[config.mk]
export PLATFORM = sky130hd
export DESIGN_NAME = ftpo_ram
export DESIGN_NICKNAME = d
export VERILOG_FILES = /design/src/rtl/ftpo_ram.sv
export SDC_FILE = /design/constraint.sdc
export NUM_CORES = 1
export LEC_CHECK = 0
export ABC_CLOCK_PERIOD_IN_PS = 4080
export BUFFER_PORTS_ARGS = -buffer_cell sky130_fd_sc_hd__buf_2
export CAP_MARGIN = 20
export CORE_MARGIN = 1
export CORE_UTILIZATION = 35
export CTS_CLUSTER_DIAMETER = 200
export DETAILED_ROUTE_END_ITERATION = 6
export PLACE_DENSITY = 0.49
export SLEW_MARGIN = 5
export SYNTH_ARGS = -nofsm -noshare
export SYNTH_HDL_FRONTEND = slang
export SYNTH_SLANG_ARGS = --single-unit
export TNS_END_PERCENT = 1
[constraint.sdc]
create_clock -name clock -period 4.08 [get_ports clock]
set_input_delay 0.816 -clock clock [delete_from_list [all_inputs] [get_ports clock]]
set_output_delay 0.816 -clock clock [all_outputs]
set_load 0.005 [all_outputs]
[src/rtl/ftpo_ram.sv]
// ftpo_ram: generic simple dual-port RAM (one write, one read port) with registered read.
// No dependencies.
module ftpo_ram #(
   parameter int WIDTH = 24,
   parameter int DEPTH = 48
) (
   input  logic                     clock,
   input  logic                     wr_en,
   input  logic [$clog2(DEPTH)-1:0] wr_addr,
   input  logic [WIDTH-1:0]         wr_data,
   input  logic [$clog2(DEPTH)-1:0] rd_addr,
   output logic [WIDTH-1:0]         rd_data
);
   logic [WIDTH-1:0] mem [DEPTH];

   always_ff @(posedge clock) begin
      if (wr_en) mem[wr_addr] <= wr_data;
      rd_data <= mem[rd_addr];
   end
endmodule

Word level (Yosys, flattened, before mapping). Memory sizes are Yosys's and may differ from the RTL's. A register that Yosys moved wholly into a read port is not among the register bits. Cells that the tools add are included.

Flip-flop bits (word level): 0. Output and inout port bits: 24. Bits in writable memories: 1152. Input port bits: 38. Memories: 1.

Memory list: mem (words 48, width 24, rd ports 1, clocked after memory_dff 1, write ports 1, line 14) `logic [WIDTH-1:0] mem [DEPTH];`.

Multiplexer cells: 2.

Operator list (count): 2-to-1 mux 1 bit (2).

Longest topological paths before layout. Gate-level depths: netlist of run 1.

Depth in word-level cells: 2. Gate-level depth with buffers: 9. Depth with buffers taken out: 5.

Least setup slack after synthesis of run 1. No wires, ideal clock.

Kind: input port to flip-flop. Start point: input port wr_addr[3]. End point: memory mem[18][0] (enable). Setup time: 0.435 ns. Stages: 3. Arrival time: 2.970 ns. Setup slack: 0.675 ns. Path buffers: 0. Path through: nor4bb_1 -> nand2_1 -> nor3_1.

RTL lines: start, declared (line 9) `input logic [$clog2(DEPTH)-1:0] wr_addr,`; end, declared (line 14).

No word-level cell before the write port.

==> metrics.csv, run 1 <==
metric;value;unit
outcome;completed;
die_x;361.3;um
p_int;20.62;mW
synth_nets;2247;
rsz0062_at_grt;false;
track_usage;17.82;%
synth_commonest_cells;1152 x edfxtp_1, 384 x mux2i_1, 120 x mux4_2, 96 x a22oi_1, 66 x clkbuf_1;
port_buffers;61;
p_seq_share;51.7;%
switching_power;5.347;mW
fillers;11201;
fp.dieArea;130500;sq um
grt_overflow_total;0;
required;4.62;ns
htreeDepth;3;
clockBufferDepth;3;
synthCells;2209;
crit_path_end;rd_data[19];
synth_area_leaders;edfxtp_1 77%, mux2i_1 8.5%, mux4_2 6.0%;
finalMaxSlewViolations;0;
p_clk_share;43.4;%
wirelength;116.4;mm
worstReg2RegEnd;rd_data[13];
setup_viol;0;
period_share;66.28;%
swShare;20.59;%
crit_path_max_fanout;29;
ys_types;29;
worstSetupPathType;in -> reg;
ir_drop;318.2;uV
worst_pin_slew;0.9560;ns
drive_above_1_share;22.48;%
cp-start-kind;primary input;
clock-sinks;1176;
max_freq;0.3698;GHz
drtIter0Drc;1892;
drtAntennaViolNets;0;
cts.reportedPaths.clkPinSlew;0.06;ns
cp.arrival;3.24;ns
start_util;35.33;%
multiInputGateArea;9711;sq um
period_needed;2.704;ns
max-cap-violations;0;
synth-edff-count;1152;
drc_errors;0;
clock_latency;0.70;ns
grt_max_degree;68;
power_density;496.7;nW/um^2
r2r_slack;2.09;ns
p_leak;17.31;nW
netlist_area;45170;sq um
power_frac_comb;4.8;%
finalHoldViolCount;0;
maxSlewHeadroom;36.27;%
postSynthAreaPerCell;20.45;sq um
yosysMostFrequentCell;edfxtp_1;
grt_pass1_vias;22650;
hold_slack;0.7676;ns
cts_tree;done;
vias;21946;
cts_buffers;121;
cts_setup_buffers;0;
dp_hpwl;65.87;mm
seq_area;35070;sq um
finalPower;25.97;mW
synth.yosys.seq_area_share;77.64;%
synth-warning-count;0;
critPathLaunch;rd_addr[2];
gp_congestion;0.7637;
cts_root_buf;clkbuf_16;
first_pass_iters;5;
wl_per_cell;28.19;um
rows;131;
cts_hold_buf;0;
ys_ff_latch;1176;
core_region_area;127800;sq um
areaGrowthSynthToFinish;15.73;%
hold_class;in -> reg;
setup_tns;0;ns
fin_worst_skew;0.02116;ns
r2r-start;mem[34][13];
grt_pass1_wl;166.1;mm
reg2regPathDepth;4;
hp-start;wr_data[23];
post_cts_resized;0;
nNetsFinal;2395;
io_pins;62;
yosysTopAreaCell;edfxtp_1;
antenna_found_initial;8;
viasPerCell;5.314;
synthArstFlopShare;0;%
critPathCaptureType;flip-flop;
synth_top_area_share;76.58;%
synthFlopType;edfxtp_1;
die_h;361.3;um
==> registers in the layout (all words and copies together), names as in the netlist <==
signal,flops
mem,1152
rd_data,24
==> cell usage in the layout (no fill, tap or decap), types with 4 or more instances in the layout <==
cell type,netlist,routed
clkbuf_1,66,21
clkinv_1,0,13
nand3_1,5,5
buf_4,28,84
mux2i_1,384,384
nor2_2,0,4
clkbuf_8,0,19
a21oi_1,48,48
a221oi_1,48,48
bufinv_16,0,14
nor3_2,0,4
nand2b_1,5,5
o22ai_1,24,24
nand2_1,31,31
clkbuf_16,0,125
nor2_4,0,41
clkinv_2,0,32
nor2b_1,6,4
a22oi_1,96,96
diode_2,0,4
o41ai_2,24,24
a22o_1,48,48
buf_12,0,16
edfxtp_1,1152,1152
dfxtp_1,24,24
buf_2,16,59
clkinvlp_4,0,4
mux4_2,120,120
==> cells by family after synthesis <==
kind of cell	share of synthesized area [%]
buffers and inverters	1.648
muxes	14.49
and+or+nand+nor	1.033
AOI/OAI and AO/OA	5.185
DFF	77.64
==> layer usage <==
metal	GRT usage [%]	part of all wire, %	vias to the layer above
met1	24.29	44	11782
met2	29.85	49	536
met3	2.924	5.0	148
met4	4.138	1.9	0
li1	-	-	9480
met5	0	0	-
==> worst min-delay path by stage <==
stage                   to  slack [ns]  depth (start not counted)
2_1_floorplan   rd_data[0]        0.76                          4
3_3_place_gp   rd_data[10]        0.82                          4
3_5_place_dp   rd_data[10]        0.83                          4
4_1_cts        mem[21][23]        0.73                          1
5_1_grt        mem[46][12]        0.79                          1
6_report       mem[21][23]        0.77                          1
==> worst max-delay path, cell delays in order <==
cell      delay, ns
buf_2          0.39
nor2b_4        0.34
buf_4          0.48
a22o_1         0.25
a221oi_1       0.05
o22ai_1        0.68
o41ai_2        0.16
==> power by group through the flow <==
stage	clock [mW]	combinational (mW)	sequential, mW
floorplan	0	0.704	13.7
global placement	0	1.25	13.7
detailed placement	0	1.27	13.7
CTS	11.5	1.27	13.4
global route	12.0	1.34	13.4
finish	11.3	1.25	13.4
==> per-stage QoR <==
stage	setup WS [ns]	area [sq um]	instances	utilization, %
after floorplan	0.6752	45170	2209	-
after global placement	0.7069	48120	3896	37.64
after detailed placement	0.7557	48120	3896	37.64
after CTS	1.505	52270	4126	40.88
after global routing	1.321	52270	4126	40.88
final	1.376	52280	4130	40.89
==> layout make-up <==
| class | count | area share, % |
|---|---|---|
| Sequential cell | 1176 | 67.09 |
| Antenna cell | 4 | 0.01915 |
| Tap cell | 1662 | 3.978 |
| Timing Repair Buffer | 160 | 2.412 |
| Clock buffer | 165 | 6.634 |
| Multi-Input combinational cell | 898 | 18.57 |
| Clock inverter | 65 | 1.295 |
No activity file was read; power rests on OpenSTA's default activity.
==> inputs of run 2 (changes only) <==
--- a/config.mk
+++ b/config.mk
@@ -5,7 +5,7 @@
 export SDC_FILE = /design/constraint.sdc
 export NUM_CORES = 1
 export LEC_CHECK = 0
-export ABC_CLOCK_PERIOD_IN_PS = 4080
+export ABC_CLOCK_PERIOD_IN_PS = 2500
 export BUFFER_PORTS_ARGS = -buffer_cell sky130_fd_sc_hd__buf_2
 export CAP_MARGIN = 20
 export CORE_MARGIN = 1
==> constraint.sdc (replaced) <==
create_clock -name clock -period 2.5 [get_ports clock]
set_input_delay 0.5 -clock clock [delete_from_list [all_inputs] [get_ports clock]]
set_output_delay 0.5 -clock clock [all_outputs]
set_load 0.005 [all_outputs]
==> run 2 against run 1 <==
  * Cell area grew 3.5%
  * Global-route usage increased by 0.29 points
  * Combinational power rose by 80%
  * First-iteration DRC count grew 12%
  * Largest power group unchanged
==> metrics.csv, run 2 (synthesized netlist as in run 1, its figures left out) <==
metric;value;unit
outcome;completed;
fin_worst_skew;0.02418;ns
track_usage;18.11;%
start_util;35.33;%
cts_setup_buffers;0;
finalHoldViolCount;0;
grt_pass1_wl;167.7;mm
die_x;361.3;um
period_needed;1.923;ns
setup_tns;0;ns
finalMaxSlewViolations;0;
io_pins;62;
nNetsFinal;2505;
swShare;20.80;%
hold_class;in -> reg;
cp.arrival;2.55;ns
p_leak;18.09;nW
p_seq_share;51.0;%
cts_buffers;132;
critical_path.most_common_cell;buf_4;
wl_per_cell;27.79;um
drtIter0Drc;2120;
crit_path_max_incr_delay;0.36;ns
max_freq;0.5201;GHz
regMostFlops;mem;
power_frac_comb;5.2;%
gp_congestion;0.8057;
switching_power;8.944;mW
rows;131;
worst_pin_slew;0.9430;ns
cts.reportedPaths.clkPinSlew;0.06;ns
drtAntennaViolNets;0;
core_region_area;127800;sq um
clock_latency;0.73;ns
grt_overflow_total;0;
p_int;34.05;mW
port_buffers;61;
p_clk_share;43.8;%
crit_path_max_fanout;28;
cp-start-kind;primary input;
antenna_found_initial;12;
areaGrowthSynthToFinish;19.75;%
cts_root_buf;clkbuf_16;
largest_reg_flops;1152;
rsz0062_at_grt;false;
grt_max_degree;49;
stdcell_count;4230;
power_density;794.8;nW/um^2
critPathCaptureType;flip-flop;
final_common_cell;edfxtp_1;
required;3.12;ns
dp_hpwl;67.38;mm
htreeDepth;4;
viasPerCell;5.323;
cp_slowest_cell;o41ai_2;
drc_errors;0;
drive_above_1_share;25.01;%
cp_top_family;compound AO/OA/AOI/OAI gates;
vias;22515;
dp.cells;3995;
wirelength;117.6;mm
worstSetupPathType;in -> reg;
crit_chain;buf_8 > buf_4 > buf_12 > mux2i_1 > a22o_1 > a221oi_1 > buf_4 > o22ai_1 > o41ai_2;
largestRegisters;mem (1152), rd_data (24);
maxSlewHeadroom;37.13;%
period_share;76.91;%
max-cap-violations;0;
first_pass_iters;5;
clock-sinks;1176;
cts_tree;done;
die_h;361.3;um
ir_drop;584.1;uV
hold_slack;0.3155;ns
fp.dieArea;130500;sq um
grt_pass1_vias;23283;
final_cell_mix;1152 x edfxtp_1, 384 x mux2i_1, 139 x clkbuf_16;
cp_num_buf_inv;4;
setup_viol;0;
post_cts_resized;0;
cts_hold_buf;0;
clockBufferDepth;3;
## run 2: cell count changes in the layout (fill, tap and decap cells not counted), sizes merged
| cell | previous run | this run |
|---|---|---|
| buf | 160 | 259 |
| clkinv | 45 | 39 |
| inv | 2 | 7 |
| clkbuf | 165 | 178 |
| diode | 4 | 1 |
| bufinv | 14 | 8 |
| clkinvlp | 4 | 2 |
## run 2: worst paths after layout
kind / from / endpoint / slack, ns / depth (start not counted)
worst max-delay path: rd_addr[0] / rd_data[10] / 0.58 / 9
worst max register to register: mem[43][16] / rd_data[16] / 0.58 / 4
worst min-delay path: rd_addr[5] / rd_data[14] / 0.32 / 3
worst min register to register: mem[2][3] / rd_data[3] / 0.85 / 4
## run 2: metrics by stage
stage / worst slack (ns) / utilization [%] / instance area [sq um] / power [mW]
after detailed placement: -0.1851 / 38.97 / 49830 / 24.62
after CTS: 0.5548 / 42.31 / 54090 / 43.47
after floorplan: -0.5883 / - / 45180 / 23.43
final: 0.5771 / 42.31 / 54100 / 43.00
after global placement: -0.1855 / 38.97 / 49830 / 24.57
after global routing: 0.4985 / 42.31 / 54090 / 44.34
## run 2: metal layers
layer  share of wire [%]  track usage [%]
met5              0.0077                0
met4                 2.2            5.076
met3                 5.5            3.700
met2                  49            29.90
met1                  44            24.22
## run 2: worst reg2reg max path, stage by stage, from the launching register on
cell and delay [ns]:
edfxtp_1 0.36, mux4_2 0.49, mux4_2 0.48, nand2_1 0.30, o41ai_2 0.15
## run 2: power groups by stage
| stage | Clock (mW) | Combinational (mW) | Sequential (mW) |
|---|---|---|---|
| floorplan | 0 | 1.15 | 22.3 |
| global placement | 0 | 2.23 | 22.3 |
| detailed placement | 0 | 2.28 | 22.3 |
| CTS | 19.3 | 2.28 | 21.9 |
| global route | 20.0 | 2.41 | 21.9 |
| finish | 18.8 | 2.25 | 21.9 |
## run 2: final cells by class
class                   instances  area, sq um
well taps                    1662         2079
flip-flops and latches       1176        35070
fillers                     11150        73750
clock buffers                 178         3735
clock inverters                56        534.3
repair buffers                259         2955
multi-input cells             898         9717
diodes                          1        2.502
